<file path="src/rtl/mfpt_pkg.sv">
// Shared types and constants for the Manhattan farthest-point tracker.
// No dependencies; every other file in rtl/ takes names from here by scope.
package mfpt_pkg;

    // Fixed field widths.
    localparam int COORD_BITS   = 16;
    localparam int DIST_BITS    = 18;
    localparam int DIMS_BITS    = 3;
    localparam int MAX_DIMS_DEF = 4;
    localparam int APB_DATA     = 32;
    localparam int APB_ADDR     = 3;

    // Register reset value and register indexes.
    localparam logic [DIMS_BITS-1:0] ACTIVE_DIMS_RST = 3'd2;
    localparam logic                 REG_ACTIVE_DIMS = 1'b0;

    // Operation codes.
    localparam logic OP_ADD   = 1'b0;
    localparam logic OP_QUERY = 1'b1;

    // Input word: one operation and one point.
    typedef struct packed {
        logic                         op;
        logic signed [COORD_BITS-1:0] coord_0;
        logic signed [COORD_BITS-1:0] coord_1;
        logic signed [COORD_BITS-1:0] coord_2;
        logic signed [COORD_BITS-1:0] coord_3;
    } point_word_t;

    // Result word returned for each query.
    typedef struct packed {
        logic [DIST_BITS-1:0] distance;
        logic                 no_points;
    } result_word_t;

    // Control handed from the top level to every lane.
    typedef struct packed {
        logic add_en;
        logic query_en;
        logic has_points;
    } lane_ctrl_t;

endpackage

</file>
<file path="src/rtl/manhattan_farthest_point_tracker.sv">
// Top level of the Manhattan farthest-point tracker: APB register, lane
// array and merging stage. Depends on mfpt_pkg, mfpt_lane and mfpt_merge.
//
//  Channel   Handshake              Payload              Direction
//  --------  ---------------------  -------------------  ---------
//  input     start, busy            item (point word)    in
//  result    done (one-cycle pulse) result (result word) out
//  config    psel/penable/pwrite    paddr, pwdata/prdata in/out
//
// One word is taken every clock cycle; busy stays low.
// A query's result appears on done after passing the lane registers and
// then the merge register.
// An add followed at once by a query sees the add, as the lane extremes
// update at the accepting edge. Adds produce no result.
// Reset clears the point flag, the dimension register (to 2) and done.
// The receiver cannot stall: each result is valid for exactly one cycle.
module manhattan_farthest_point_tracker #(
    parameter int MAX_DIMS = mfpt_pkg::MAX_DIMS_DEF
) (
    input  logic                                clk,
    input  logic                                rst_n,
    input  logic                                start,
    output logic                                busy,
    input  mfpt_pkg::point_word_t               item,
    output mfpt_pkg::result_word_t              result,
    output logic                                done,
    input  logic                                psel,
    input  logic                                penable,
    input  logic                                pwrite,
    input  logic [mfpt_pkg::APB_ADDR-1:0]       paddr,
    input  logic [mfpt_pkg::APB_DATA-1:0]       pwdata,
    output logic [mfpt_pkg::APB_DATA-1:0]       prdata,
    output logic                                pready
);

    localparam int NUM_SUMS = 1 << (MAX_DIMS - 1);
    localparam int SUM_BITS = mfpt_pkg::COORD_BITS + $clog2(MAX_DIMS) + 1;
    localparam int CB       = mfpt_pkg::COORD_BITS;
    localparam int DB       = mfpt_pkg::DIMS_BITS;

    logic [DB-1:0]                      active_dims_reg;
    logic [DB-1:0]                      dims_eff;
    logic                               has_points_reg;
    logic                               query_reg;
    logic                               empty_reg;
    logic                               accept;
    logic                               cfg_wr;
    logic [CB-1:0]                      coord_raw [4];
    logic [MAX_DIMS-1:0][CB-1:0]        coord_use;
    logic [NUM_SUMS-1:0][SUM_BITS-1:0]  lane_diff;
    mfpt_pkg::lane_ctrl_t               ctrl;

    assign busy   = 1'b0;
    assign pready = 1'b1;
    assign accept = start & ~busy;
    assign cfg_wr = psel & penable & pwrite & pready;

    // Register file: one register, active_dims.
    always_ff @(posedge clk or negedge rst_n)
    begin
        if (!rst_n)
        begin
            active_dims_reg <= mfpt_pkg::ACTIVE_DIMS_RST;
        end
        else if (cfg_wr && paddr[2] == mfpt_pkg::REG_ACTIVE_DIMS)
        begin
            active_dims_reg <= pwdata[DB-1:0];
        end
    end

    always_comb
    begin
        prdata = '0;
        if (paddr[2] == mfpt_pkg::REG_ACTIVE_DIMS)
        begin
            prdata = mfpt_pkg::APB_DATA'(active_dims_reg);
        end
    end

    // Clamp the dimension count to the range the array supports.
    always_comb
    begin
        if (active_dims_reg == '0)
        begin
            dims_eff = DB'(1);
        end
        else if (active_dims_reg > DB'(MAX_DIMS))
        begin
            dims_eff = DB'(MAX_DIMS);
        end
        else
        begin
            dims_eff = active_dims_reg;
        end
    end

    // Coordinates beyond the active count are taken as zero.
    assign coord_raw[0] = item.coord_0;
    assign coord_raw[1] = item.coord_1;
    assign coord_raw[2] = item.coord_2;
    assign coord_raw[3] = item.coord_3;

    always_comb
    begin
        for (int k = 0; k < MAX_DIMS; k++)
        begin
            coord_use[k] = (DB'(k) < dims_eff) ? coord_raw[k] : '0;
        end
    end

    // Lane control for the word being taken this cycle.
    always_comb
    begin
        ctrl.add_en     = accept && (item.op == mfpt_pkg::OP_ADD);
        ctrl.query_en   = accept && (item.op == mfpt_pkg::OP_QUERY);
        ctrl.has_points = has_points_reg;
    end

    // Point flag, and the query marker that travels beside the lane results.
    always_ff @(posedge clk or negedge rst_n)
    begin
        if (!rst_n)
        begin
            has_points_reg <= 1'b0;
            query_reg      <= 1'b0;
            empty_reg      <= 1'b0;
        end
        else
        begin
            query_reg <= ctrl.query_en;
            empty_reg <= ~has_points_reg;
            if (ctrl.add_en)
            begin
                has_points_reg <= 1'b1;
            end
        end
    end

    // One lane for each sign combination.
    for (genvar g = 0; g < NUM_SUMS; g++)
    begin : g_lane
        mfpt_lane #(
            .MAX_DIMS (MAX_DIMS),
            .LANE_IDX (g),
            .SUM_BITS (SUM_BITS)
        ) u_lane (
            .clk    (clk),
            .ctrl   (ctrl),
            .coords (coord_use),
            .diff   (lane_diff[g])
        );
    end

    mfpt_merge #(
        .NUM_SUMS (NUM_SUMS),
        .SUM_BITS (SUM_BITS)
    ) u_merge (
        .clk         (clk),
        .rst_n       (rst_n),
        .query_valid (query_reg),
        .empty       (empty_reg),
        .lane_diff   (lane_diff),
        .result      (result),
        .done        (done)
    );

endmodule

</file>
<file path="src/rtl/mfpt_lane.sv">
// One sign-combination lane: forms its signed coordinate sum, keeps its running
// extremes and registers its largest distance for a query. Uses mfpt_pkg.
module mfpt_lane #(
    parameter int MAX_DIMS = mfpt_pkg::MAX_DIMS_DEF,
    parameter int LANE_IDX = 0,
    parameter int SUM_BITS = mfpt_pkg::COORD_BITS + 3
) (
    input  logic                                           clk,
    input  mfpt_pkg::lane_ctrl_t                           ctrl,
    input  logic [MAX_DIMS-1:0][mfpt_pkg::COORD_BITS-1:0]  coords,
    output logic [SUM_BITS-1:0]                            diff
);

    logic signed [SUM_BITS-1:0] max_reg;
    logic signed [SUM_BITS-1:0] min_reg;
    logic        [SUM_BITS-1:0] diff_reg;
    logic signed [SUM_BITS-1:0] sum;
    logic signed [SUM_BITS:0]   d_max;
    logic signed [SUM_BITS:0]   d_min;
    logic        [SUM_BITS:0]   m_max;
    logic        [SUM_BITS:0]   m_min;
    logic        [SUM_BITS-1:0] diff_next;

    // Signed sum: coordinate k is subtracted when its bit of the lane index is set.
    always_comb
    begin
        logic signed [SUM_BITS-1:0] term;
        sum  = '0;
        term = '0;
        for (int k = 0; k < MAX_DIMS; k++)
        begin
            term = SUM_BITS'(signed'(coords[k]));
            if (((LANE_IDX >> (MAX_DIMS - 1 - k)) & 1) != 0)
            begin
                sum = sum - term;
            end
            else
            begin
                sum = sum + term;
            end
        end
    end

    // Distance from the query sum to both extremes; keep the larger.
    always_comb
    begin
        d_max = (SUM_BITS+1)'(max_reg) - (SUM_BITS+1)'(sum);
        d_min = (SUM_BITS+1)'(min_reg) - (SUM_BITS+1)'(sum);
        m_max = (d_max < 0) ? (SUM_BITS+1)'(-d_max) : (SUM_BITS+1)'(d_max);
        m_min = (d_min < 0) ? (SUM_BITS+1)'(-d_min) : (SUM_BITS+1)'(d_min);
        diff_next = (m_max > m_min) ? m_max[SUM_BITS-1:0] : m_min[SUM_BITS-1:0];
    end

    // The first add loads both extremes; later adds widen them.
    always_ff @(posedge clk)
    begin
        if (ctrl.add_en)
        begin
            if (!ctrl.has_points || sum > max_reg)
            begin
                max_reg <= sum;
            end
            if (!ctrl.has_points || sum < min_reg)
            begin
                min_reg <= sum;
            end
        end
        if (ctrl.query_en)
        begin
            diff_reg <= diff_next;
        end
    end

    assign diff = diff_reg;

endmodule

</file>
<file path="src/rtl/mfpt_merge.sv">
// Merging stage: takes the largest lane distance, saturates it to the
// result field and registers the result word. Uses mfpt_pkg.
module mfpt_merge #(
    parameter int NUM_SUMS = 8,
    parameter int SUM_BITS = mfpt_pkg::COORD_BITS + 3
) (
    input  logic                               clk,
    input  logic                               rst_n,
    input  logic                               query_valid,
    input  logic                               empty,
    input  logic [NUM_SUMS-1:0][SUM_BITS-1:0]  lane_diff,
    output mfpt_pkg::result_word_t             result,
    output logic                               done
);

    localparam int WIDE = (SUM_BITS > mfpt_pkg::DIST_BITS) ? SUM_BITS : mfpt_pkg::DIST_BITS;

    logic [SUM_BITS-1:0]          best;
    logic [WIDE-1:0]              best_wide;
    mfpt_pkg::result_word_t       result_reg;
    mfpt_pkg::result_word_t       result_next;
    logic                         done_reg;

    // Largest of the lane distances.
    always_comb
    begin
        best = '0;
        for (int i = 0; i < NUM_SUMS; i++)
        begin
            if (lane_diff[i] > best)
            begin
                best = lane_diff[i];
            end
        end
    end

    // Saturate to the distance field; an empty set answers zero.
    always_comb
    begin
        best_wide = WIDE'(best);
        result_next.no_points = empty;
        if (empty)
        begin
            result_next.distance = '0;
        end
        else if (best_wide > WIDE'({mfpt_pkg::DIST_BITS{1'b1}}))
        begin
            result_next.distance = '1;
        end
        else
        begin
            result_next.distance = best_wide[mfpt_pkg::DIST_BITS-1:0];
        end
    end

    always_ff @(posedge clk)
    begin
        if (query_valid)
        begin
            result_reg <= result_next;
        end
    end

    always_ff @(posedge clk or negedge rst_n)
    begin
        if (!rst_n)
        begin
            done_reg <= 1'b0;
        end
        else
        begin
            done_reg <= query_valid;
        end
    end

    assign result = result_reg;
    assign done   = done_reg;

endmodule

</file>
<file path="config.mk">
export PLATFORM = sky130hd
export DESIGN_NAME = manhattan_farthest_point_tracker
export DESIGN_NICKNAME = d
export VERILOG_FILES = /design/src/rtl/mfpt_pkg.sv /design/src/rtl/manhattan_farthest_point_tracker.sv /design/src/rtl/mfpt_lane.sv /design/src/rtl/mfpt_merge.sv
export SDC_FILE = /design/constraint.sdc
export NUM_CORES = 2
export LEC_CHECK = 0
export BUFFER_PORTS_ARGS = -buffer_cell sky130_fd_sc_hd__buf_2
export CORE_UTILIZATION = 50
export CTS_CLUSTER_DIAMETER = 150
export DETAILED_ROUTE_END_ITERATION = 16
export PLACE_DENSITY_LB_ADDON = 0.15
export SYNTH_ARGS = -nofsm -noshare
export SYNTH_HDL_FRONTEND = slang
export SYNTH_SLANG_ARGS = --single-unit
</file>
<file path="constraint.sdc">
create_clock -name clk -period 38.7 [get_ports clk]
set_input_delay 7.74 -clock clk [delete_from_list [all_inputs] [get_ports clk]]
set_output_delay 7.74 -clock clk [all_outputs]
set_load 0.02 [all_outputs]
</file>
Word level (Yosys, flattened, before mapping)
Index checks and enable logic that the tools add are counted.
Widths: inputs -> output; s select.
Storage, ports and cells
  bits in registers: 482
  input port bits: 106
Cells by class
  add/subtract/negate cells: 46
  order comparisons: 54
  multiplexer cells: 40
  bitwise logic cells: 5
  reduce and logical (&&, ||, !) cells: 37
Operators by type and width (count)
  $lt 20x1->1 const B: 16
  $mux 20: 16
  $neg 20->20: 16
  $sub 19x19->20: 16
  $mux 19: 16
  $gt 19x19->1: 15
  $gt 20x20->1: 8
  $lt 19x19->1: 8
  $mux 16: 4
  $add 19x16->19: 3
  $sub 19x16->19: 3
  $add 17x16->18: 2
  $sub 17x16->18: 2
  $reduce_and 2->1: 16
  $add 18x16->19: 1
  $gt 19x1->1 const B: 1
  $gt 19x18->1 const B: 1
  $sub 18x16->19: 1
  $mux 18: 1
  $add 16x16->17: 1
  $sub 16x16->17: 1
  $logic_or 1x1->1: 16
  $mux 3: 3
  $lt 1x3->1 const A: 2
  other kinds (7): 13

Longest topological paths before layout
  depth in word-level cells: 18
  gate-level depth with buffers: 83
  depth with buffers taken out: 71

Cells and area by module
From an unflattened synthesis, not the netlist that was laid out.
Second synthesis, totals
  cells, all modules: 7320
  area total of the unflattened synthesis: 65267.6 um^2
Modules (own cells, without submodules)
  mfpt_lane (g_lane[7].u_lane): instances 1, cells each 889, area each 7858.8 um^2, seq. area each 1711.6 um^2
  mfpt_lane (g_lane[6].u_lane): instances 1, cells each 800, area each 7500.9 um^2, seq. area each 1711.6 um^2
  mfpt_lane (g_lane[1].u_lane): instances 1, cells each 820, area each 7320.8 um^2, seq. area each 1711.6 um^2
  mfpt_lane (g_lane[5].u_lane): instances 1, cells each 790, area each 7231.9 um^2, seq. area each 1711.6 um^2
  mfpt_lane (g_lane[2].u_lane): instances 1, cells each 777, area each 7083.0 um^2, seq. area each 1711.6 um^2
  mfpt_lane (g_lane[0].u_lane): instances 1, cells each 771, area each 7039.3 um^2, seq. area each 1711.6 um^2
  mfpt_lane (g_lane[3].u_lane): instances 1, cells each 766, area each 7003.0 um^2, seq. area each 1711.6 um^2
  mfpt_lane (g_lane[4].u_lane): instances 1, cells each 756, area each 6852.8 um^2, seq. area each 1711.6 um^2
  mfpt_merge: instances 1, cells each 831, area each 6418.7 um^2, seq. area each 595.6 um^2
  manhattan_farthest_point_tracker: instances 1, cells each 120, area each 958.4 um^2, seq. area each 151.4 um^2

Worst setup path after synthesis
OpenSTA, ideal clock, no wires.
  kind: input port to flip-flop
  from: input item[32] (netlist name)
  to: register g_lane[4].u_lane.diff_reg[10], data pin
  library setup time: 0.278 ns
  data arrival time: 16.981 ns
  slack: 21.441 ns
  stages on the path: 50
  cell sequence: and2_1 > ha_1 > inv_1 > fa_1 > a21o_1 > a21oi_1 > o21bai_1 > a21oi_1 > o21bai_1 > a21oi_1 > xnor2_1 > ha_1 > clkbuf_1 > nor3_1 > a2111oi_0 > nor2_1 > nor2_1 > o21ai_0 > (+14 left out) > clkbuf_1 > nor2_1 > xor2_1 > inv_1 > ha_1 > nand3_1 > a21oi_1 > o31a_1 > o21a_1 > o21ai_0 > nand2b_1 > a21oi_1 > o21ai_0 > a21oi_1 > a31oi_1 > buf_1 > clkbuf_1 > mux2i_1
Between the ends
  longest elaborated chain between the ends: 9
Ends and longest elaborated chain
  start: declaration: RTL line manhattan_farthest_point_tracker.sv:24  | input mfpt_pkg::point_word_t item,
  $mux 16 *: RTL line manhattan_farthest_point_tracker.sv:107  | coord_use[k] = (DB'(k) < dims_eff) ? coord_raw[k] : '0;
  $sub 16x16->17 *: RTL line mfpt_lane.sv:35  | sum = sum - term;
  $add 17x16->18 *
  $add 19x16->19 *
  net g_lane[4].u_lane.sum[12]: RTL line mfpt_lane.sv:17  | logic signed [SUM_BITS-1:0] sum;
  $sub 19x19->20 (on tied branches): RTL line mfpt_lane.sv:47, mfpt_lane.sv:48
  $neg 20->20 (tied with other cells): RTL line mfpt_lane.sv:49  | m_max = (d_max < 0) ? (SUM_BITS+1)'(-d_max) : (SUM_BITS+1)'(d_max);
  $mux 20 (on tied branches): RTL line mfpt_lane.sv:49, mfpt_lane.sv:50
  $gt 20x20->1: RTL line mfpt_lane.sv:51  | diff_next = (m_max > m_min) ? m_max[SUM_BITS-1:0] : m_min[SUM_BITS-1:0];
  $mux 19 *: RTL line mfpt_lane.sv:51
  net g_lane[4].u_lane.diff_next[10]: RTL line mfpt_lane.sv:22  | logic [SUM_BITS-1:0] diff_next;
  end signal: assignment: RTL line mfpt_lane.sv:70  | diff_reg <= diff_next;
  end: declaration: RTL line mfpt_lane.sv:16  | logic [SUM_BITS-1:0] diff_reg;
The timed path passes the listed nets; every way through them passes the cells marked *.
A chain may end at the register's enable or synchronous reset.

Final worst setup path
  from: register g_lane[1].u_lane.diff_reg[1]
  to: register u_merge.result_reg, in the netlist u_merge.result[6], data pin
Between the ends
  longest elaborated chain between the ends: 16
Ends and longest elaborated chain
  start: declaration: RTL line mfpt_lane.sv:16
  start signal: assignment: RTL line mfpt_lane.sv:70
  $gt 19x19->1: RTL line mfpt_merge.sv:30  | if (lane_diff[i] > best)
  $mux 19 *: RTL line mfpt_merge.sv:30
  $gt 19x19->1: RTL line mfpt_merge.sv:30
  $mux 19 *: RTL line mfpt_merge.sv:30
  $gt 19x19->1: RTL line mfpt_merge.sv:30
  $mux 19 *: RTL line mfpt_merge.sv:30
  $gt 19x19->1: RTL line mfpt_merge.sv:30
  $mux 19 *: RTL line mfpt_merge.sv:30
  $gt 19x19->1: RTL line mfpt_merge.sv:30
  $mux 19 *: RTL line mfpt_merge.sv:30
  $gt 19x19->1: RTL line mfpt_merge.sv:30
  $mux 19 *: RTL line mfpt_merge.sv:30
  $gt 19x19->1: RTL line mfpt_merge.sv:30
  $mux 19 *: RTL line mfpt_merge.sv:30
  $gt 19x18->1: RTL line mfpt_merge.sv:46  | else if (best_wide > WIDE'({mfpt_pkg::DIST_BITS{1'b1}}))
  $mux 18 *: RTL line mfpt_merge.sv:46
  end signal: assignment: RTL line mfpt_merge.sv:60  | result_reg <= result_next;
  end: declaration: RTL line mfpt_merge.sv:20  | mfpt_pkg::result_word_t result_reg;
Every way passes the cells marked *; elsewhere a longest branch is shown, timed or not.

==> key figures <==
Clock tree
  • Clock sink count: 482
  • Clk_lat worst skew: 0.68 ns
  • Post-CTS Hold Buffers: 0
  • CTS tree: yes
  • CTS root buf: clkbuf_16
  • Clk buf depth: 3
  • Post-CTS setup buffers: 0
  • # resized after CTS: 0
  • Number of buffers created by CTS: 60
  • H-tree depth: 2
  • Reg clk slew, reported paths: 0.06 ns

Yosys
  • FF+latch count, synth: 482
  • Main synth FF type: edfxtp_1
  • Most area-consuming cells after synthesis: edfxtp_1 25%, ha_1 19%, xnor2_1 6.7%
  • EDFF count, synth: 475
  • Most instantiated cells after synthesis: 873 x ha_1, 569 x inv_1, 560 x nor2_1
  • Synth async-reset ratio: 1.452%
  • Yosys cell types: 94
  • Synth warnings: 0
  • Mapped Area: 58,140 um2
  • Most frequent cell after synthesis: ha_1
  • Area leader, netlist: edfxtp_1
  • Post-synth top area share: 24.53%
  • Mean Syn Cell Area: 8.645 um2
  • Seq/Total Area, Yosys: 24.84%
  • Syn Inst Count: 6,725

Route
  • DR WL/cell: 20.61 um
  • DR pass1 iterations: 8
  • Iteration-0 DRC Markers: 4,145
  • DRT Wirelength: 171.6 mm
  • Drt drc: 0
  • Avg Vias per Cell: 5.965
  • Routed Antenna Nets: 0
  • Via count: 49,680

GRT
  • Overall routing resource usage: 28.20%
  • Gr ovfl total: 0
  • Antenna violations before repair: 5
  • Vias in the first global route: 45,224
  • First-pass GRT wire length: 258.8 mm
  • Largest net degree at the start of global routing: 74

Worst setup path
  • CP max FO: 54
  • CP Buf/Inv Count: 6
  • CP Depth: 71
  • Slowest CP cell: a31o_2
  • Crit. End Element: flip-flop
  • R2R cell count: 71
  • CP max stage delay: 0.85 ns
  • Delay-heaviest family, CP: compound AO/OA/AOI/OAI gates
  • WP data arrival: 19.85 ns
  • Critical path class: reg -> reg
  • Setup crit start kind: flip-flop
  • Data required time of the worst path: 39.16 ns

Finish
  • Share of post-route cells with drive strength above 1: 5.488%
  • Layout area overhead: 7.266%
  • # nets final: 7,772

STA
  • Count of final hold-check violations: 0
  • Fin crit period: 19.38 ns
  • Fin Clk Skew: 0.02357 ns
  • Max Slew Vio Count: 0
  • Actual slew at the worst max-slew pin: 1.216 ns
  • Period utilization: 50.09%
  • RSZ-0062 raised after global routing: no
  • Final Setup Violations: 0
  • Fmax: 51.59 MHz
  • Final TNS setup: 0 ns
  • Max_slew headroom: 18.94%

Job
  • Max Cap Viol: 0

Floorplanning
  • Chip height: 343.0 um
  • Starting density of the core: 50.64%
  • Core area: 114,800 um2
  • Die X: 343.0 um
  • IO Pins: 160
  • Die area: 117,600 um2
  • Rows: 124

Placed design
  • PortBufs: 97
  • DP Wirelength: 142.1 mm
  • GPL Wtd Cong: 0.9621

Worst hold path
  • Hold Path Depth: 1
  • Min-delay worst type: reg -> reg

Status
  • Run status: complete, no violations
## layout make-up
type	instances	area (um2)
multi-input cells	5505	40930
well taps	1512	1892
diodes	2	5.005
flip-flops and latches	482	14440
clock buffers	71	1585
clock inverters	43	531.8
fillers	10666	52450
inverters	569	2136
repair buffers	145	845.8
## worst reg2reg max path: cells and delay by family (launching register included)
kind	cells	cell delay [ns]
AO/OA/AOI/OAI	42	10.87
AND/OR/NAND/NOR	15	3.22
adder cells (fa/ha/maj)	7	2.16
buffers and inverters	6	1.84
multiplexers	1	0.68
flip-flops	1	0.40
## worst paths after layout
path	startpoint	slack, ns	to
setup / recovery	g_lane[1].u_lane.diff[1]$_DFFE_PP_	19.32	u_merge.result[6]$_SDFFCE_PP0P_
hold / removal	active_dims_reg[0]$_DFFE_PN0P_	0.57	active_dims_reg[0]$_DFFE_PN0P_
setup reg to reg	g_lane[1].u_lane.diff[1]$_DFFE_PP_	19.32	u_merge.result[6]$_SDFFCE_PP0P_
hold reg to reg	active_dims_reg[0]$_DFFE_PN0P_	0.57	active_dims_reg[0]$_DFFE_PN0P_
max in group asynchronous	rst_n	31.32	active_dims_reg[1]$_DFFE_PN1P_
min in group asynchronous	rst_n	7.03	active_dims_reg[0]$_DFFE_PN0P_
## layer usage
metal / share of wire [%] / vias to the layer above / global-route usage (%)
li1: - / 24535 / -
met1: 48 / 23603 / 40.77
met2: 44 / 1362 / 44.84
met3: 5.8 / 180 / 2.837
met4: 2.4 / 0 / 7.000
met5: 0 / - / 0
## kinds of logic after synthesis
kind of cell	count (synthesis)	share of synthesized area, %
AND/OR/NAND/NOR	1862	16.00
AO/OA/AOI/OAI	1856	20.92
adder cells (fa/ha/maj)	903	19.82
buffers and inverters	767	5.163
XOR/XNOR	692	10.45
flip-flops	482	24.84
multiplexers	161	2.796
other	2	0.01292
## cell usage in the layout, fill, tap and decap left out, types with 48 or more instances in the layout
master and n:
a21oi_1 518, a211oi_1 48, and3_1 55, o21a_1 155
buf_4 48, a21o_1 189, nand4_1 87, and2_1 75
o31ai_1 53, o21bai_1 64, o31a_1 72, o21ai_0 328
nand2b_1 109, a31oi_1 91, xor2_1 247, buf_2 97
nor2_1 560, xnor2_1 443, or3_1 54, clkbuf_16 62
nor2b_1 116, ha_1 873, nor3_1 143, mux2i_1 150
nand3_1 133, inv_1 569, edfxtp_1 475, nand2_1 335
## through the flow
step / cells / hold slack [ns] / utilization, % / instance area (um2) / setup slack [ns]
after floorplan: 6754 / 0.4231 / - / 58250 / 21.44
after global placement: 8213 / 0.5459 / 52.47 / 60240 / 19.54
after detailed placement: 8213 / 0.5499 / 52.47 / 60240 / 19.38
after CTS: 8327 / 0.5705 / 54.31 / 62360 / 19.31
after global routing: 8328 / 0.5976 / 54.31 / 62360 / 17.95
final: 8329 / 0.5683 / 54.32 / 62360 / 19.32
Power is left out: the tool's default activity adds up to more than one toggle a clock period on the data nets, which glitch-free logic cannot reach.
